### config.mk
export PLATFORM = sky130hd
export DESIGN_NAME = gregorian_date_day_adder_unit
export DESIGN_NICKNAME = d
export VERILOG_FILES = /design/src/rtl/gdda_pkg.sv /design/src/rtl/gdda_ctrl.sv /design/src/rtl/gdda_datapath.sv /design/src/rtl/gregorian_date_day_adder_unit.sv
export VERILOG_INCLUDE_DIRS = /design/src /design/src/rtl
export SDC_FILE = /design/constraint.sdc
export NUM_CORES = 1
export LEC_CHECK = 0
export BUFFER_PORTS_ARGS = -buffer_cell sky130_fd_sc_hd__buf_2
export CAP_MARGIN = 20
export CORE_MARGIN = 3
export CORE_UTILIZATION = 55
export CTS_CLUSTER_SIZE = 25
export DETAILED_ROUTE_END_ITERATION = 16
export MAX_ROUTING_LAYER = met4
export PLACE_DENSITY_LB_ADDON = 0.25
export SYNTH_ARGS = -nofsm -noshare
export SYNTH_HDL_FRONTEND = slang
export SYNTH_SLANG_ARGS = --single-unit
export TNS_END_PERCENT = 10
### constraint.sdc
create_clock -name clk -period 11.9 [get_ports clk]
set_input_delay 1.19 -clock clk [delete_from_list [all_inputs] [get_ports clk]]
set_output_delay 1.19 -clock clk [all_outputs]
set_load 0.01 [all_outputs]
### src/rtl/gregorian_date_day_adder_unit_defines.svh
// ----------------------------------------------------------------------------
// Assertion macros for the Gregorian date day adder
// Shared helpers for the concurrent checks at the end of the top level.
// ----------------------------------------------------------------------------
`ifndef GREGORIAN_DATE_DAY_ADDER_UNIT_DEFINES_SVH
`define GREGORIAN_DATE_DAY_ADDER_UNIT_DEFINES_SVH

// Same-cycle implication, disabled while in reset
`define GDDA_ASSERT_SAME(label, clk, rst_n, ante, cons) \
	label: assert property (@(posedge clk) disable iff (!rst_n) (ante) |-> (cons)) \
		else $error("gdda same-cycle check failed");

// Next-cycle implication, disabled while in reset
`define GDDA_ASSERT_NEXT(label, clk, rst_n, ante, cons) \
	label: assert property (@(posedge clk) disable iff (!rst_n) (ante) |=> (cons)) \
		else $error("gdda next-cycle check failed");

`endif

### src/rtl/gdda_pkg.sv
// ----------------------------------------------------------------------------
// gdda_pkg
// Types, constants and the month-length table for the date day adder.
// ----------------------------------------------------------------------------
package gdda_pkg;

	localparam int DAY_W    = 5;
	localparam int MONTH_W  = 4;
	localparam int YEAR_W   = 14;
	localparam int CHANGE_W = 11;
	localparam int DACC_W   = 12;	// running day count, signed
	localparam int CENT_W   = 8;	// year / 100
	localparam int REM_W    = 7;	// year % 100

	localparam logic [YEAR_W-1:0]  YEAR_MAX = 14'd9999;
	localparam logic [MONTH_W-1:0] MONTH_JAN = 4'd1;
	localparam logic [MONTH_W-1:0] MONTH_FEB = 4'd2;
	localparam logic [MONTH_W-1:0] MONTH_APR = 4'd4;
	localparam logic [MONTH_W-1:0] MONTH_JUN = 4'd6;
	localparam logic [MONTH_W-1:0] MONTH_SEP = 4'd9;
	localparam logic [MONTH_W-1:0] MONTH_NOV = 4'd11;
	localparam logic [MONTH_W-1:0] MONTH_DEC = 4'd12;

	// year / 100 as (year * 5243) >> 19, exact for year <= 9999
	localparam logic [12:0] DIV100_RECIP = 13'd5243;
	localparam int          DIV100_SHIFT = 19;
	localparam logic [REM_W-1:0] REM_LAST = 7'd99;

	typedef enum logic [2:0] {
		ST_IDLE,
		ST_DIV,
		ST_CHECK,
		ST_STEP,
		ST_PUBLISH
	} gdda_state_t;

	typedef struct packed {
		logic load;		// capture an input transfer
		logic calc_rem;	// form year % 100
		logic set_bad;	// mark result as echo of input
		logic step;		// move by one month
		logic publish;	// write output register
	} gdda_cmd_t;

	typedef struct packed {
		logic chk_bad;	// start date invalid
		logic need_fwd;	// day past end of current month
		logic need_bwd;	// day at or before zero
		logic wrap_bad;	// next step leaves the year range
	} gdda_status_t;

	// Days in month m; invalid months give 31 and are screened elsewhere
	function automatic logic [DAY_W-1:0] month_len(input logic [MONTH_W-1:0] m,
			input logic leap);
		logic [DAY_W-1:0] len;
		len = 5'd31;
		case (m) inside
			MONTH_FEB: len = leap ? 5'd29 : 5'd28;
			MONTH_APR, MONTH_JUN, MONTH_SEP, MONTH_NOV: len = 5'd30;
			default: len = 5'd31;
		endcase
		return len;
	endfunction

endpackage

### src/rtl/gdda_ctrl.sv
// ----------------------------------------------------------------------------
// gdda_ctrl
// Sequencer: load, year split, date check, month stepping, result hand-off.
// ----------------------------------------------------------------------------
module gdda_ctrl (
	input  logic                  clk,
	input  logic                  arst_n,
	input  logic                  in_valid,
	output logic                  in_ready,
	output logic                  out_valid,
	input  logic                  out_ready,
	input  gdda_pkg::gdda_status_t status,
	output gdda_pkg::gdda_cmd_t    cmd
);
	import gdda_pkg::*;

	gdda_state_t state_q, state_d;
	logic        out_valid_q;

	// state register
	always_ff @(posedge clk or negedge arst_n) begin
		if (!arst_n) begin
			state_q <= ST_IDLE;
		end else begin
			state_q <= state_d;
		end
	end

	// next state and commands
	always_comb begin
		state_d = state_q;
		cmd     = '0;
		case (state_q)
			ST_IDLE: begin
				if (in_valid) begin
					cmd.load = 1'b1;
					state_d  = ST_DIV;
				end
			end
			ST_DIV: begin
				cmd.calc_rem = 1'b1;
				state_d      = ST_CHECK;
			end
			ST_CHECK: begin
				if (status.chk_bad) begin
					cmd.set_bad = 1'b1;
					state_d     = ST_PUBLISH;
				end else begin
					state_d = ST_STEP;
				end
			end
			ST_STEP: begin
				if (status.wrap_bad) begin
					cmd.set_bad = 1'b1;
					state_d     = ST_PUBLISH;
				end else if (status.need_fwd || status.need_bwd) begin
					cmd.step = 1'b1;
				end else begin
					state_d = ST_PUBLISH;
				end
			end
			ST_PUBLISH: begin
				if (!out_valid_q || out_ready) begin
					cmd.publish = 1'b1;
					state_d     = ST_IDLE;
				end
			end
			default: state_d = ST_IDLE;
		endcase
	end

	// output register valid flag
	always_ff @(posedge clk or negedge arst_n) begin
		if (!arst_n) begin
			out_valid_q <= 1'b0;
		end else if (cmd.publish) begin
			out_valid_q <= 1'b1;
		end else if (out_ready) begin
			out_valid_q <= 1'b0;
		end
	end

	assign in_ready  = (state_q == ST_IDLE);
	assign out_valid = out_valid_q;

endmodule

### src/rtl/gdda_datapath.sv
// ----------------------------------------------------------------------------
// gdda_datapath
// Date registers, year split into century and remainder, month stepping.
// ----------------------------------------------------------------------------
module gdda_datapath (
	input  logic                                  clk,
	input  gdda_pkg::gdda_cmd_t                    cmd,
	output gdda_pkg::gdda_status_t                 status,
	input  logic [gdda_pkg::DAY_W-1:0]            day_in,
	input  logic [gdda_pkg::MONTH_W-1:0]          month_in,
	input  logic [gdda_pkg::YEAR_W-1:0]           year_in,
	input  logic signed [gdda_pkg::CHANGE_W-1:0]  day_change,
	output logic [gdda_pkg::DAY_W-1:0]            day_out,
	output logic [gdda_pkg::MONTH_W-1:0]          month_out,
	output logic [gdda_pkg::YEAR_W-1:0]           year_out,
	output logic                                  bad_date
);
	import gdda_pkg::*;

	// start date, kept for echo
	logic [DAY_W-1:0]   d0_q;
	logic [MONTH_W-1:0] m0_q;
	logic [YEAR_W-1:0]  y0_q;
	// working date
	logic signed [DACC_W-1:0] d_q;
	logic [MONTH_W-1:0]       m_q;
	logic [YEAR_W-1:0]        y_q;
	logic [CENT_W-1:0]        cent_q;
	logic [REM_W-1:0]         rem_q;
	logic                     bad_q;
	// output register
	logic [DAY_W-1:0]   day_out_q;
	logic [MONTH_W-1:0] month_out_q;
	logic [YEAR_W-1:0]  year_out_q;
	logic               bad_out_q;

	logic [26:0]              cent_prod;
	logic [YEAR_W:0]          cent_x100;
	logic [YEAR_W:0]          rem_full;
	logic                     leap;
	logic [MONTH_W-1:0]       m_prev;
	logic [DAY_W-1:0]         len_cur;
	logic [DAY_W-1:0]         len_prev;
	logic signed [DACC_W-1:0] len_cur_s;
	logic signed [DACC_W-1:0] len_prev_s;
	logic signed [DACC_W-1:0] d_start;

	// century by reciprocal multiply, remainder from registered century
	assign cent_prod = {13'b0, year_in} * {14'b0, DIV100_RECIP};
	assign cent_x100 = {{(YEAR_W+1-CENT_W){1'b0}}, cent_q} * 15'd100;
	assign rem_full  = {1'b0, y_q} - cent_x100;

	// leap: divisible by 4, and not by 100 unless by 400
	assign leap = (rem_q[1:0] == 2'b00) && ((rem_q != '0) || (cent_q[1:0] == 2'b00));

	assign m_prev     = (m_q == MONTH_JAN) ? MONTH_DEC : m_q - 4'd1;
	assign len_cur    = month_len(m_q, leap);
	assign len_prev   = month_len(m_prev, leap);	// December is 31 in any year
	assign len_cur_s  = $signed({{(DACC_W-DAY_W){1'b0}}, len_cur});
	assign len_prev_s = $signed({{(DACC_W-DAY_W){1'b0}}, len_prev});
	assign d_start    = $signed({{(DACC_W-DAY_W){1'b0}}, day_in})
		+ $signed({day_change[CHANGE_W-1], day_change});

	// status to the sequencer
	always_comb begin
		status          = '0;
		status.chk_bad  = (m0_q == '0) || (m0_q > MONTH_DEC) || (y0_q > YEAR_MAX)
			|| (d0_q == '0) || (d0_q > len_cur);
		status.need_fwd = (d_q > len_cur_s);
		status.need_bwd = (d_q <= $signed(12'sd0));
		status.wrap_bad = (status.need_fwd && (m_q == MONTH_DEC) && (y_q == YEAR_MAX))
			|| (!status.need_fwd && status.need_bwd && (m_q == MONTH_JAN) && (y_q == '0));
	end

	// working registers
	always_ff @(posedge clk) begin
		if (cmd.load) begin
			d0_q   <= day_in;
			m0_q   <= month_in;
			y0_q   <= year_in;
			d_q    <= d_start;
			m_q    <= month_in;
			y_q    <= year_in;
			cent_q <= cent_prod[DIV100_SHIFT +: CENT_W];
			bad_q  <= 1'b0;
		end else if (cmd.calc_rem) begin
			rem_q <= rem_full[REM_W-1:0];
		end else if (cmd.set_bad) begin
			bad_q <= 1'b1;
		end else if (cmd.step) begin
			if (status.need_fwd) begin
				// carry into the next month
				d_q <= d_q - len_cur_s;
				if (m_q == MONTH_DEC) begin
					m_q <= MONTH_JAN;
					y_q <= y_q + 14'd1;
					if (rem_q == REM_LAST) begin
						rem_q  <= '0;
						cent_q <= cent_q + 8'd1;
					end else begin
						rem_q <= rem_q + 7'd1;
					end
				end else begin
					m_q <= m_q + 4'd1;
				end
			end else begin
				// borrow from the previous month
				d_q <= d_q + len_prev_s;
				m_q <= m_prev;
				if (m_q == MONTH_JAN) begin
					y_q <= y_q - 14'd1;
					if (rem_q == '0) begin
						rem_q  <= REM_LAST;
						cent_q <= cent_q - 8'd1;
					end else begin
						rem_q <= rem_q - 7'd1;
					end
				end
			end
		end
	end

	// output register
	always_ff @(posedge clk) begin
		if (cmd.publish) begin
			day_out_q   <= bad_q ? d0_q : d_q[DAY_W-1:0];
			month_out_q <= bad_q ? m0_q : m_q;
			year_out_q  <= bad_q ? y0_q : y_q;
			bad_out_q   <= bad_q;
		end
	end

	assign day_out   = day_out_q;
	assign month_out = month_out_q;
	assign year_out  = year_out_q;
	assign bad_date  = bad_out_q;

endmodule

### src/rtl/gregorian_date_day_adder_unit.sv
// ----------------------------------------------------------------------------
// gregorian_date_day_adder_unit
// Adds a signed day offset to a Gregorian date, one month per cycle.
//
//   channel  signals                                       direction
//   in       in_valid/in_ready, day_in month_in year_in    into block
//            day_change
//   out      out_valid/out_ready, day_out month_out        out of block
//            year_out bad_date
//
// One item at a time: load, year split and date check, then one month step per
// month crossed, then the hand-off to the output register.
// The output register lets a new transfer in while a result waits.
// Reset clears the sequencer and the output valid flag; no sweep.
// A stalled output holds the sequencer in its hand-off state.
// ----------------------------------------------------------------------------
`include "gregorian_date_day_adder_unit_defines.svh"

module gregorian_date_day_adder_unit (
	input  logic                                  clk,
	input  logic                                  arst_n,
	input  logic                                  in_valid,
	output logic                                  in_ready,
	input  logic [gdda_pkg::DAY_W-1:0]            day_in,
	input  logic [gdda_pkg::MONTH_W-1:0]          month_in,
	input  logic [gdda_pkg::YEAR_W-1:0]           year_in,
	input  logic signed [gdda_pkg::CHANGE_W-1:0]  day_change,
	output logic                                  out_valid,
	input  logic                                  out_ready,
	output logic [gdda_pkg::DAY_W-1:0]            day_out,
	output logic [gdda_pkg::MONTH_W-1:0]          month_out,
	output logic [gdda_pkg::YEAR_W-1:0]           year_out,
	output logic                                  bad_date
);
	import gdda_pkg::*;

	gdda_cmd_t    cmd;
	gdda_status_t status;

	// sequencer
	gdda_ctrl u_ctrl (
		.clk       (clk),
		.arst_n    (arst_n),
		.in_valid  (in_valid),
		.in_ready  (in_ready),
		.out_valid (out_valid),
		.out_ready (out_ready),
		.status    (status),
		.cmd       (cmd)
	);

	// date datapath
	gdda_datapath u_datapath (
		.clk        (clk),
		.cmd        (cmd),
		.status     (status),
		.day_in     (day_in),
		.month_in   (month_in),
		.year_in    (year_in),
		.day_change (day_change),
		.day_out    (day_out),
		.month_out  (month_out),
		.year_out   (year_out),
		.bad_date   (bad_date)
	);

	// checks
	`GDDA_ASSERT_NEXT(a_busy_after_transfer, clk, arst_n, in_valid && in_ready, !in_ready)
	`GDDA_ASSERT_SAME(a_good_month_range, clk, arst_n, out_valid && !bad_date, (month_out != 4'd0) && (month_out <= MONTH_DEC))
	`GDDA_ASSERT_SAME(a_good_day_nonzero, clk, arst_n, out_valid && !bad_date, (day_out != 5'd0) && (year_out <= YEAR_MAX))
	`GDDA_ASSERT_SAME(a_one_command, clk, arst_n, 1'b1, $onehot0(cmd))

endmodule

After elaboration in Yosys (flattened, before gate mapping)

Cells that the tools add are included.

Word-level logic and storage cells: 164
Input port bits: 38
Register bits: 97

Multiply operators: 2
Reductions and logical operators: 38
Muxes and demuxes: 63
Bitwise operators: 2
Magnitude comparators: 5
$add $sub $neg: 12
Equality and inequality tests: 27

Operators with widths:

| kind                                                            | count |
|---|---|
| two-way mux 14 bit                                              | 8 |
| two-way mux 8 bit                                               | 9 |
| two-way mux 12 bit                                              | 5 |
| two-way mux 7 bit                                               | 8 |
| two-way mux 4 bit                                               | 8 |
| multiplier 14 x 13 -> 27 bit, second input constant             | 1 |
| == test 4 bit, second input constant                            | 5 |
| == test 4 x 3 -> 1 bit, second input constant                   | 4 |
| two-way mux 1 bit                                               | 15 |
| two-way mux 3 bit                                               | 5 |
| two-way mux 5 bit                                               | 3 |
| one-hot mux 3 bit (5 select lines)                              | 1 |
| adder 14 x 1 -> 14 bit, second input constant                   | 1 |
| == test 14 bit, second input constant                           | 1 |
| greater-than comparator 14 bit, second input constant           | 1 |
| logical NOT 14 bit                                              | 1 |
| subtractor 14 x 1 -> 14 bit, second input constant              | 1 |
| adder 12 x 6 -> 12 bit                                          | 1 |
| adder 6 x 11 -> 12 bit                                          | 1 |
| greater-than comparator 12 x 6 -> 1 bit                         | 1 |
| less-or-equal comparator 12 x 1 -> 1 bit, second input constant | 1 |
| subtractor 12 x 6 -> 12 bit                                     | 1 |
| AND reduction 5 bit                                             | 2 |
| != test 3 x 2 -> 1 bit, second input constant                   | 3 |
| 36 further kinds                                                | 62 |

Longest topological paths before layout

Gate-level depths: netlist (run 1).

Word-level depth: 17
Mapped depth: 24
Mapped depth without buffers: 22

By module

From an unflattened synthesis (run 1), not the netlist that was laid out.

Cell total of the unflattened synthesis: 932
Area total of the unflattened synthesis: 9419.0 um^2

By module, submodules not included:

| module        | area an instance (um^2) | sequential area each (um^2) | cells each | instances |
|---|---|---|---|---|
| gdda_datapath | 9175.0                  | 2692.6                      | 905        | 1 |
| gdda_ctrl     | 244.0                   | 100.1                       | 27         | 1 |

Worst setup path after synthesis (run 1)

OpenSTA, ideal clock, no wires.

Path type: input -> register
Start point: input port year_in[4] in the netlist's numbering
End point: register u_datapath.cent_q[0], data pin
Library setup time: 0.305 ns
Arrival time: 4.941 ns
Data required time: 11.595 ns
Path slack: 6.654 ns
Cell stages on the path: 16
Cells stage by stage: inv_1 -> fa_1 -> inv_1 -> ha_1 -> fa_1 -> inv_1 -> fa_1 -> fa_1 -> inv_1 -> ha_1 -> and3_1 -> o211ai_1 -> a21boi_0 -> o311ai_0 -> xor2_1 -> a21oi_1

Cells in the longest elaborated chain, start to end: 2

Ends and longest elaborated chain:

| item                         | RTL line                            | text |
|---|---|---|
| start, declared              | gregorian_date_day_adder_unit.sv:26 | `input logic [gdda_pkg::YEAR_W-1:0] year_in,` |
| multiplier 14 x 13 -> 27 bit | gdda_datapath.sv:49                 | `assign cent_prod = {13'b0, year_in} * {14'b0, DIV100_RECIP};` |
| two-way mux 8 bit            | gdda_datapath.sv:77                 | `if (cmd.load) begin` |
| end signal, assigned         | gdda_datapath.sv:84                 | `cent_q <= cent_prod[DIV100_SHIFT +: CENT_W];` |
| end signal, assigned         | gdda_datapath.sv:99                 | `cent_q <= cent_q + 8'd1;` |
| end signal, assigned         | gdda_datapath.sv:114                | `cent_q <= cent_q - 8'd1;` |
| end, declared                | gdda_datapath.sv:28                 | `logic [CENT_W-1:0] cent_q;` |

Every way passes these cells.
A chain may end at the register's enable or synchronous reset.

Worst setup path after layout (run 1)

Start point: register u_datapath.rem_q[2]
End point: register u_datapath.y_q[12], data pin

Cells in the longest elaborated chain, start to end: 11

Ends and longest elaborated chain:

| item                                    | RTL line             | text |
|---|---|---|
| start, declared                         | gdda_datapath.sv:29  | `logic [REM_W-1:0] rem_q;` |
| start signal, assigned                  | gdda_datapath.sv:87  | `rem_q <= rem_full[REM_W-1:0];` |
| start signal, assigned                  | gdda_datapath.sv:101 | `rem_q <= rem_q + 7'd1;` |
| start signal, assigned                  | gdda_datapath.sv:116 | `rem_q <= rem_q - 7'd1;` |
| nonzero test 7 bit                      | gdda_datapath.sv:54  | `assign leap = (rem_q[1:0] == 2'b00) && ((rem_q != '0) \|\| (cent_q[1:0] == 2'b00));` |
| logical OR 1 bit                        | gdda_datapath.sv:54  |  |
| logical AND 1 bit                       | gdda_datapath.sv:54  |  |
| two-way mux 1 bit                       | gdda_pkg.sv:58       | `MONTH_FEB: len = leap ? 5'd29 : 5'd28;` |
| two-way mux 5 bit                       | gdda_pkg.sv:57       | `case (m) inside` |
| greater-than comparator 12 x 6 -> 1 bit | gdda_datapath.sv:69  | `status.need_fwd = (d_q > len_cur_s);` |
| two-way mux 14 bit                      | gdda_datapath.sv:91  | `if (status.need_fwd) begin` |
| two-way mux 14 bit                      | gdda_datapath.sv:90  | `end else if (cmd.step) begin` |
| two-way mux 14 bit                      | gdda_datapath.sv:88  | `end else if (cmd.set_bad) begin` |
| two-way mux 14 bit                      | gdda_datapath.sv:86  | `end else if (cmd.calc_rem) begin` |
| two-way mux 14 bit                      | gdda_datapath.sv:77  |  |
| end signal, assigned                    | gdda_datapath.sv:83  | `y_q <= year_in;` |
| end signal, assigned                    | gdda_datapath.sv:96  | `y_q <= y_q + 14'd1;` |
| end signal, assigned                    | gdda_datapath.sv:111 | `y_q <= y_q - 14'd1;` |
| end, declared                           | gdda_datapath.sv:27  | `logic [YEAR_W-1:0] y_q;` |

Every way passes these cells. The select of a mux whose other input is x is not followed.

==> run_results.csv, run 1 <==
group,metric,value,unit
logic_synthesis,synthCells,966,
die,core-area,16600,sq um
cells_and_area,layout.cells.most_common,"inv_1",
grt,antenna_found_initial,0,
logic_synthesis,ys_ff_latch,94,
power_and_ir_drop,vdd_ir_drop_max,170,uV
grt,grt_pass1_wl,33400,microns
die,die_width,137,microns
cts,holdBufCountCts,0,
drt,vias,6893,
worst_setup_path,cp.required,12000,ps
drt,drt-total-wl,20900,microns
cts,root_buffer,"clkbuf_16",
drt,ant_nets,0,
worst_setup_path,critPathTopFamily,"simple AND/OR/NAND/NOR gates",
worst_setup_path,crit_slowest_cell,"nor4_1",
logic_synthesis,yosysWarningCount,0,
power_and_ir_drop,p_int,1.51,mW
timing,clock.fmax,176,MHz
logic_synthesis,synth_top_family_by_area,"adder cells",
cells_and_area,nets,1252,
worst_setup_path,reg2reg_slack,6230,ps
drt,wl_met3,1020,microns
cts,clk_pin_slew,70,ps
timing,fin_setup_tns,0,ps
cts,cts_buffers,9,
worst_setup_path,crit_start,"u_datapath.rem_q[2]$_DFFE_PP_",
placement,dp_cells,1228,
cells_and_area,layout_common_cells,"182 x inv_1, 127 x ha_1, 89 x edfxtp_1, 68 x fa_1, 63 x buf_2",
power_and_ir_drop,power.density,277,nW/um^2
power_and_ir_drop,power.leakage,4.76,nW
timing,finalWorstSetupSlack,6230,ps
cts,insertion_delay,350,ps
worst_setup_path,path_cells,"nor4_1, nand3b_1, o21ai_0, a21oi_1, nor3_1, a21oi_1, ha_1, inv_1, fa_1, nand4_2, o211ai_2, nand2b_2, buf_4, clkinv_4, fa_1, nor2b_1, o31a_1, o21a_1, a41o_1, a21oi_1, or4_1, nand3_1",
cts,clkSinkCount,94,
grt,grt_pass1_vias,6520,
timing,setup_violations,0,
placement,gp_congestion,0.898,
cells_and_area,fillers,1428,
timing,slew_headroom,49.2,%
power_and_ir_drop,pwr-share-seq,26.0,%
cts,htreeDepth,3,
timing,slew_viol_final,0,
placement,pre_cts_ws,6180,ps
cts,clockBufferDepth,2,
worst_setup_path,r2r-start,"u_datapath.rem_q[2]$_DFFE_PP_",
logic_synthesis,synth.net_count,1199,
die,start_util,56.5,%
timing,clock_skew,7.85,ps
logic_synthesis,synth-edff-count,89,
placement,io_buffers,63,
power_and_ir_drop,p_switching,1.32,mW
worst_setup_path,cp_max_fo,27,
logic_synthesis,muxShareOfSynthArea,2.33,%
job,drv_cap,0,
drt,route.detailed.drc,0,
logic_synthesis,ys_seq_area_share,29.7,%
power_and_ir_drop,p_clk_share,10.5,%
drt,wl_met1,9120,microns
die,dieHeight,137,microns
logic_synthesis,synth_top_flop_cell,"edfxtp_1",
worst_setup_path,worst_path_most_repeated_cell,"a21oi_1",
worst_setup_path,cp.arrival,5770,ps
worst_setup_path,setup.worst_path.start_class,"flip-flop",
worst_setup_path,path_class,"flip-flop to flip-flop",
timing,period_needed,5670,ps
logic_synthesis,synth_cell_types,65,
cells_and_area,drive_above_1_share,10.8,%
worst_hold_path,min_path_type,"flip-flop to flip-flop",
cells_and_area,antennaDiodeCount,0,
drt,first_pass_iters,5,
drt,vias_per_cell,5.54,
worst_setup_path,crit_path_end_kind,"flip-flop",
grt,gr-total-overflow,0,
timing,rsz0062_at_grt,"no",
placement,hpwl,16700,microns
die,fp-row-count,47,
power_and_ir_drop,swShare,46.6,%
die,fp.dieArea,18700,sq um
grt,grt_usage,23.8,%
timing,hold_viol,0,
logic_synthesis,async_flop_share,4.26,%
worst_setup_path,r2r-end,"u_datapath.y_q[12]$_DFFE_PP_",
drt,avgRoutedWirePerCell,16.8,microns
cts,cts-resized-gates,0,
logic_synthesis,synth_compound_gate_area_share,12.5,%
logic_synthesis,synth_xor_area_share,4.84,%
drt,wl_met2,10400,microns
power_and_ir_drop,p_total,2.83,mW
logic_synthesis,avgSynthCellArea,9.74,sq um
cells_and_area,finalNonFillerCells,1244,
die,io_pins,64,
cts,cts_tree,"built",
logic_synthesis,netlist_area,9410,sq um
timing,fin_crit_sh,47.7,%
power_and_ir_drop,comb_power_share,63.5,%
cells_and_area,syn2layout_area_growth,8.71,%
worst_setup_path,cp.depth,22,
worst_setup_path,cp_slowest_stage_delay,580,ps
cts,post_cts_buffers,0,
worst_setup_path,reg2regPathDepth,22,
worst_setup_path,critPathCapture,"u_datapath.y_q[12]$_DFFE_PP_",
timing,tightest_slew,760,ps
grt,grt_max_degree,42,
worst_setup_path,crit_buf_inv,3,
status,outcome,"completed",
logic_synthesis,synthSimpleGateAreaFrac,10.6,%
drt,drt-initial-drc-count,384,
drt,routed.top_layer,"met4",
logic_synthesis,synthAdderAreaFrac,31.4,%
-- how the worst min path moves through the flow --
stage	startpoint	end	slack (ps)	depth (start not counted)
final	u_ctrl.out_valid$_DFFE_PN0P_	u_ctrl.out_valid$_DFFE_PN0P_	520	2
after global placement	u_ctrl.out_valid$_DFFE_PN0P_	u_ctrl.out_valid$_DFFE_PN0P_	500	2
after floorplan	u_datapath.bad_q$_SDFFE_PP0P_	u_datapath.bad_date$_DFFE_PP_	410	0
after CTS	u_ctrl.out_valid$_DFFE_PN0P_	u_ctrl.out_valid$_DFFE_PN0P_	530	2
after global routing	u_ctrl.out_valid$_DFFE_PN0P_	u_ctrl.out_valid$_DFFE_PN0P_	550	2
after detailed placement	u_ctrl.out_valid$_DFFE_PN0P_	u_ctrl.out_valid$_DFFE_PN0P_	510	2
-- cell type report --
class | instances | area, sq um | share of cell area [%]
well taps | 220 | 275 | 2.69
inverters | 184 | 696 | 6.80
multi-input cells | 661 | 5800 | 56.7
clock buffers | 10 | 229 | 2.24
repair buffers | 69 | 360 | 3.52
clock inverters | 6 | 72.6 | 0.709
flip-flops and latches | 94 | 2790 | 27.3
-- power by group through the flow --
stage | clock (mW) | sequential (mW) | combinational [mW]
CTS | 0.303 | 0.734 | 1.80
floorplan | 0 | 0.669 | 1.43
global route | 0.316 | 0.754 | 2.05
detailed placement | 0 | 0.740 | 1.79
global placement | 0 | 0.737 | 1.76
finish | 0.298 | 0.736 | 1.80
-- metal layers --
| layer | global-route usage (%) | vias up |
|---|---|---|
| li1 | - | 3415 |
| met1 | 31.4 | 3269 |
| met2 | 39.0 | 187 |
| met3 | 2.90 | 22 |
| met4 | 7.21 | 0 |
| met5 | - | - |
-- cells by family after synthesis --
family | after synthesis
flip-flops | 94
XOR/XNOR | 52
adder cells (fa/ha/maj) | 195
buffers and inverters | 211
multiplexers | 20
AND/OR/NAND/NOR | 204
AO/OA/AOI/OAI | 190
-- stage by stage --
stage	hold WS, ps	utilization [%]	area, sq um
after floorplan	406	-	9410
after global placement	502	59.7	9930
after detailed placement	510	59.7	9930
after CTS	526	61.5	10200
after global routing	554	61.5	10200
final	524	61.5	10200
-- tightest hold or removal path: cells and delay by family (launching register included) --
kind / cells / cell delay, ps
flops: 1 / 340
simple gates: 2 / 160
-- state kept, by name (all words and copies together), names as in the netlist, 4 cells and up --
register              cells
u_datapath.d0_q           5
u_datapath.y_q           14
u_datapath.y0_q          14
u_datapath.month_out      4
u_datapath.d_q           12
u_datapath.day_out        5
u_datapath.year_out      14
u_datapath.m0_q           4
u_datapath.cent_q         5
u_datapath.m_q            4
u_datapath.rem_q          7
-- Yosys cell counts, types with 3 or more instances --
cell	n	area share, %
a211oi_1	5	0.40
a21boi_0	3	0.24
a21o_1	12	0.96
a21oi_1	59	3.1
a311oi_1	4	0.37
a31oi_1	4	0.27
a41oi_1	4	0.37
and2_1	3	0.20
and3_1	8	0.53
buf_2	3	0.16
clkbuf_1	19	0.76
dfrtp_1	4	1.1
edfxtp_1	89	28
fa_1	68	14
ha_1	127	17
inv_1	183	7.3
mux2_2	15	1.8
mux2i_1	5	0.53
nand2_1	56	2.2
nand2b_1	11	0.73
nand3_1	23	1.2
nand4_1	6	0.40
nor2_1	52	2.1
nor2b_1	4	0.27
nor3_1	12	0.64
nor3b_1	3	0.24
nor4_1	8	0.53
o2111ai_1	3	0.28
o211ai_1	5	0.40
o21a_1	5	0.40
o21ai_0	57	3.0
o22ai_1	4	0.27
o31ai_1	6	0.48
or3_1	8	0.53
xnor2_1	31	2.9
xor2_1	21	2.0
No activity file was read; power rests on OpenSTA's default activity.
==> run 2: changes to the inputs <==
==> constraint.sdc (replaced) <==
create_clock -name clk -period 5.25 [get_ports clk]
set_input_delay 0.525 -clock clk [delete_from_list [all_inputs] [get_ports clk]]
set_output_delay 0.525 -clock clk [all_outputs]
set_load 0.01 [all_outputs]
==> run 2 against run 1 <==
Against the previous run:
- clock skew barely moved
- combinational power rose by 130%
- wire length increased by 2.5%
- sequential cell count unchanged
- non-clock buffer count increased by 13
- final cell count is 1.0% higher
- die area unchanged
- critical path depth decreased by 1
- sequential power is 130% higher
- final area grew 0.89%
- critical endpoint is now u_datapath.y_q[11]$_DFFE_PP_
- first-iteration DRC count increased by 4.2%
==> run_results.csv, run 2 (same netlist as run 1, synthesis figures left out) <==
group,metric,value,unit
status,outcome,"completed",
power_and_ir_drop,pwr-share-seq,25.9,%
die,die_width,137,microns
placement,io_buffers,63,
grt,antenna_found_initial,0,
worst_hold_path,whs_path_depth,1,
cells_and_area,nets,1265,
cts,clockBufferDepth,2,
cells_and_area,fillers,1429,
cells_and_area,antennaDiodeCount,0,
cts,root_buffer,"clkbuf_16",
drt,route.detailed.drc,0,
grt,grt_pass1_wl,35000,microns
power_and_ir_drop,comb_power_share,64.4,%
cts,cts_tree,"built",
worst_setup_path,reg2reg_slack,480,ps
power_and_ir_drop,p_clk_share,9.8,%
power_and_ir_drop,power.leakage,4.82,nW
timing,rsz0062_at_grt,"no",
cells_and_area,seqCellArea,2790,sq um
cells_and_area,multi_input_area,5810,sq um
worst_hold_path,min_from,"day_in[3]",
cts,htreeDepth,3,
placement,placed_cell_area,10000,sq um
power_and_ir_drop,p_switching,3.01,mW
timing,hold_viol,0,
die,io_pins,64,
timing,setup_violations,0,
die,core-area,16600,sq um
worst_setup_path,path_class,"flip-flop to flip-flop",
power_and_ir_drop,swShare,46.8,%
grt,grt_usage,24.7,%
worst_setup_path,path_cells,"inv_1, ha_1, nand3b_1, o21ai_0, a21oi_1, nor3_1, a21oi_1, ha_1, inv_1, fa_1, nand4_2, o211ai_2, nand2b_2, buf_4, ha_1, a21oi_1, nand2_1, a21o_1, a31oi_1, xnor2_1, o21ai_0",
cells_and_area,drive_above_1_share,12.0,%
worst_setup_path,crit_path_end_kind,"flip-flop",
cells_and_area,layout_common_cells,"182 x inv_1, 127 x ha_1, 89 x edfxtp_1, 68 x fa_1, 63 x buf_2",
cts,clk_pin_slew,70,ps
grt,gr-total-overflow,0,
die,dieHeight,137,microns
cells_and_area,reg.largest.list,"u_datapath.y0_q: 14 flops, u_datapath.y_q: 14 flops, u_datapath.year_out: 14 flops",
timing,slew_viol_final,0,
cts,cts_buffers,9,
worst_hold_path,hold_end,"u_datapath.d0_q[3]$_DFFE_PP_",
timing,fin_crit_sh,90.9,%
power_and_ir_drop,power.density,623,nW/um^2
worst_setup_path,cp_slowest_stage_delay,500,ps
worst_setup_path,crit_slowest_cell,"edfxtp_1",
grt,grt_pass1_vias,6941,
drt,drt-initial-drc-count,400,
die,fp-row-count,47,
power_and_ir_drop,vdd_ir_drop_max,307,uV
grt,grt_max_degree,44,
drt,ant_nets,0,
timing,fin_setup_tns,0,ps
cts,clkSinkCount,94,
die,fp.dieArea,18700,sq um
timing,clock_skew,8.33,ps
worst_setup_path,r2r-start,"u_datapath.rem_q[0]$_DFFE_PP_",
timing,clock.fmax,210,MHz
cells_and_area,layout.cells.most_common,"inv_1",
drt,vias_per_cell,5.58,
worst_setup_path,cp_max_fo,11,
job,drv_cap,0,
timing,slew_headroom,45.6,%
placement,gp_congestion,0.914,
drt,avgRoutedWirePerCell,17.0,microns
cells_and_area,syn2layout_area_growth,9.68,%
timing,tightest_slew,816,ps
worst_setup_path,r2r-end,"u_datapath.y_q[11]$_DFFE_PP_",
worst_setup_path,cp.required,5350,ps
cts,insertion_delay,350,ps
die,start_util,56.5,%
drt,first_pass_iters,5,
drt,drt-total-wl,21400,microns
cells_and_area,design_area,10300,sq um
worst_hold_path,min_path_type,"primary input to flip-flop",
worst_setup_path,reg2regPathDepth,21,
placement,hpwl,17200,microns
timing,period_needed,4770,ps
worst_setup_path,cp.arrival,4870,ps
power_and_ir_drop,p_int,3.42,mW
drt,vias,7019,
worst_setup_path,setup.worst_path.start_class,"flip-flop",
## run 2: area by class of cell
class | instances | area share, %
multi-input cells | 661 | 56.3
repair buffers | 82 | 4.58
well taps | 220 | 2.67
flip-flops and latches | 94 | 27.1
clock inverters | 6 | 0.436
clock buffers | 10 | 2.22
inverters | 184 | 6.74
## run 2: power groups by stage
stage	logic, mW	clock network [mW]	registers, mW
after floorplan	3.24	0	1.52
after global placement	4.03	0	1.66
after detailed placement	4.11	0	1.67
after CTS	4.15	0.640	1.65
after global routing	4.73	0.668	1.71
final	4.14	0.629	1.66
## run 2: layer usage
layer	part of all wire, %	routed length (microns)	up-vias	track usage (%)
met5	0	0	-	-
met4	2.1	450	0	7.15
met3	4.8	1030	27	2.98
met2	49	10500	186	41.1
met1	44	9460	3359	32.1
li1	-	-	3447	-
## run 2: critical path: cells and delay by family (launching register included)
family,cells,cell delay (ps)
and+or+nand+nor,5,760
adders and majority gates,4,1030
DFF,1,500
AOI/OAI and AO/OA,8,1620
xor gates and xnor gates,1,160
buffers and inverters,3,450
## run 2: how the worst max path moves through the flow
| stage | end | cells past startpoint | startpoint |
|---|---|---|---|
| after floorplan | u_datapath.y_q[12]$_DFFE_PP_ | 23 | u_datapath.rem_q[3]$_DFFE_PP_ |
| after global placement | u_datapath.cent_q[1]$_DFFE_PP_ | 16 | year_in[11] |
| after detailed placement | u_datapath.cent_q[3]$_DFFE_PP_ | 17 | year_in[5] |
| after CTS | u_datapath.y_q[12]$_DFFE_PP_ | 20 | u_datapath.rem_q[5]$_DFFE_PP_ |
| after global routing | u_datapath.y_q[13]$_DFFE_PP_ | 22 | u_datapath.rem_q[0]$_DFFE_PP_ |
| final | u_datapath.y_q[11]$_DFFE_PP_ | 21 | u_datapath.rem_q[0]$_DFFE_PP_ |
## run 2: metrics by stage
| stage | hold slack [ps] | std cells | util [%] | power, mW | setup WS (ps) |
|---|---|---|---|---|---|
| final | 360 | 1257 | 62.0 | 6.43 | 478 |
| after global routing | 355 | 1257 | 62.0 | 7.10 | 24.3 |
| after CTS | 349 | 1257 | 62.0 | 6.44 | 427 |
| after detailed placement | 339 | 1240 | 60.3 | 5.78 | 156 |
| after global placement | 336 | 1239 | 60.2 | 5.70 | 185 |
| after floorplan | 229 | 966 | - | 4.76 | 493 |
## run 2: what timing repair did
action	4_1_cts	5_1_grt
setup endpoints to repair	0	3
endpoints found under the hold margin	4	0
gates resized for setup	0	1
hold buffers	1	0
setup buffers	0	0
==> run 3: changes to the inputs <==
--- a/config.mk
+++ b/config.mk
@@ -8,9 +8,10 @@
 export LEC_CHECK = 0
 export BUFFER_PORTS_ARGS = -buffer_cell sky130_fd_sc_hd__buf_2
 export CAP_MARGIN = 20
+export CORE_ASPECT_RATIO = 1.1
 export CORE_MARGIN = 3
 export CORE_UTILIZATION = 55
-export CTS_CLUSTER_SIZE = 25
+export CTS_CLUSTER_SIZE = 14
 export DETAILED_ROUTE_END_ITERATION = 16
 export MAX_ROUTING_LAYER = met4
 export PLACE_DENSITY_LB_ADDON = 0.25
==> run 3 against run 2 <==
Against the previous run:
- setup slack got worse by 93 ps
- clock skew up 2.9 ps
- sequential share of layout area up 0.13 points
- core utilization about the same
- first-iteration DRC count increased by 1.0%
- critical path depth did not move
- final cell count shrank 1.4%
- largest cell class unchanged
==> run_results.csv, run 3 (same netlist as run 1, synthesis figures left out) <==
group,metric,value,unit
power_and_ir_drop,comb_power_share,64.3,%
drt,drt-initial-drc-count,404,
worst_setup_path,cp.arrival,4970,ps
grt,grt_pass1_wl,34800,microns
power_and_ir_drop,vdd_ir_drop_max,236,uV
cells_and_area,antennaDiodeCount,0,
grt,grt_usage,24.5,%
worst_hold_path,min_path_type,"primary input to flip-flop",
cells_and_area,layout.cells.most_common,"inv_1",
timing,fin_setup_tns,0,ps
die,die_width,131,microns
die,fp-row-count,49,
drt,first_pass_iters,7,
drt,avgRoutedWirePerCell,17.2,microns
cts,clkSinkCount,94,
job,drv_cap,0,
worst_setup_path,cp.required,5350,ps
timing,tightest_slew,609,ps
cts,root_buffer,"clkbuf_16",
drt,drt-total-wl,21300,microns
drt,vias,6971,
cells_and_area,reg.largest.list,"u_datapath.y0_q: 14 flops, u_datapath.y_q: 14 flops, u_datapath.year_out: 14 flops",
die,io_pins,64,
timing,period_needed,4870,ps
die,core-area,16600,sq um
power_and_ir_drop,p_switching,2.98,mW
grt,grt_pass1_vias,7093,
cts,htreeDepth,3,
cts,cts_buffers,9,
drt,vias_per_cell,5.62,
timing,hold_viol,0,
drt,ant_nets,0,
worst_setup_path,cp_max_fo,10,
status,outcome,"completed",
timing,clock_skew,11.3,ps
timing,slew_headroom,58.4,%
placement,gp_congestion,0.945,
power_and_ir_drop,p_int,3.41,mW
die,fp.dieArea,18700,sq um
power_and_ir_drop,p_clk_share,9.7,%
die,dieHeight,143,microns
worst_setup_path,crit_path_end_kind,"flip-flop",
cells_and_area,syn2layout_area_growth,9.16,%
timing,clock.fmax,206,MHz
grt,antenna_found_initial,0,
placement,hpwl,17200,microns
power_and_ir_drop,swShare,46.6,%
power_and_ir_drop,power.leakage,4.80,nW
timing,timing.hold.ws,366,ps
cts,post_cts_buffers,0,
cts,cts_tree,"built",
cts,insertion_delay,350,ps
timing,slew_viol_final,0,
grt,gr-total-overflow,0,
timing,rsz0062_at_grt,"no",
die,start_util,56.8,%
worst_setup_path,setup.worst_path.start_class,"flip-flop",
cts,clockBufferDepth,2,
cts,clk_pin_slew,70,ps
power_and_ir_drop,power.density,622,nW/um^2
drt,route.detailed.drc,0,
placement,io_buffers,63,
cells_and_area,layout_common_cells,"182 x inv_1, 127 x ha_1, 89 x edfxtp_1, 68 x fa_1, 63 x buf_2",
worst_setup_path,path_class,"flip-flop to flip-flop",
power_and_ir_drop,pwr-share-seq,26.0,%
cells_and_area,nets,1264,
timing,setup_violations,0,
grt,grt_max_degree,42,
cells_and_area,fillers,1401,
cells_and_area,drive_above_1_share,11.9,%
timing,fin_crit_sh,92.7,%
cells_and_area,seqCellArea,2790,sq um
cells_and_area,multi_input_area,5810,sq um
==> run 3: power by group through the flow <==
stage	registers (mW)	logic (mW)	clock network [mW]
after floorplan	1.52	3.24	0
after global placement	1.66	3.99	0
after detailed placement	1.67	4.08	0
after CTS	1.65	4.12	0.626
after global routing	1.70	4.71	0.659
final	1.66	4.11	0.619
==> run 3: worst paths after layout <==
| path | endpoint | slack [ps] | cells past startpoint | startpoint |
|---|---|---|---|---|
| max | u_datapath.y_q[12]$_DFFE_PP_ | 380 | 21 | u_datapath.rem_q[3]$_DFFE_PP_ |
| max in group asynchronous | u_ctrl.state_q[2]$_DFFE_PN0P_ | 4620 | 2 | arst_n |
| min in group asynchronous | u_ctrl.state_q[1]$_DFFE_PN0P_ | 510 | 2 | arst_n |
| max reg2reg | u_datapath.y_q[12]$_DFFE_PP_ | 380 | 21 | u_datapath.rem_q[3]$_DFFE_PP_ |
| min reg2reg | u_datapath.year_out[0]$_DFFE_PP_ | 530 | 2 | u_datapath.y0_q[0]$_DFFE_PP_ |
| min | u_datapath.d0_q[2]$_DFFE_PP_ | 370 | 1 | day_in[2] |
==> run 3: stage by stage <==
stage | cell area [sq um] | cells | setup WS, ps | power [mW] | util (%)
floorplan | 9410 | 966 | 493 | 4.76 | -
global placement | 9990 | 1223 | 268 | 5.66 | 60.4
detailed placement | 9990 | 1223 | 174 | 5.75 | 60.4
CTS | 10300 | 1240 | 376 | 6.40 | 62.0
global route | 10300 | 1240 | 90.1 | 7.07 | 62.1
finish | 10300 | 1240 | 385 | 6.39 | 62.1
==> run 3: final cells by class <==
class | count | area share (%)
repair buffers | 81 | 4.41
inverters | 184 | 6.77
clock inverters | 6 | 0.378
well taps | 204 | 2.48
flip-flops and latches | 94 | 27.2
clock buffers | 10 | 2.23
multi-input cells | 661 | 56.5
==> run 3: timing repair <==
item / 4_1_cts / 5_1_grt
resized for setup: 0 / 1
hold endpoints to repair: 4 / 0
endpoints found under the setup margin: 0 / 1
hold buffers: 1 / 0
==> run 3: layer usage <==
metal,wire length [microns],track usage [%],part of all wire [%]
met1,9020,29.9,42
met2,10800,41.7,51
met3,755,2.62,3.5
met4,722,9.58,3.4
met5,0,-,0
==> run 3: worst max-delay path, cell delays in order, from the launching register on <==
cell and delay, ps:
edfxtp_1 490, nor4_1 310, buf_4 180, nand3b_1 90, o21ai_0 280, a21oi_1 110
nor3_1 140, a21oi_1 90, ha_1 230, inv_1 80, fa_1 230, nand4_2 190
o211ai_2 250, nand2b_2 220, ha_1 390, nor2b_1 160, o31a_1 270, o21a_1 220
a41o_1 270, a21oi_1 220, or4_1 140, nand3_1 60
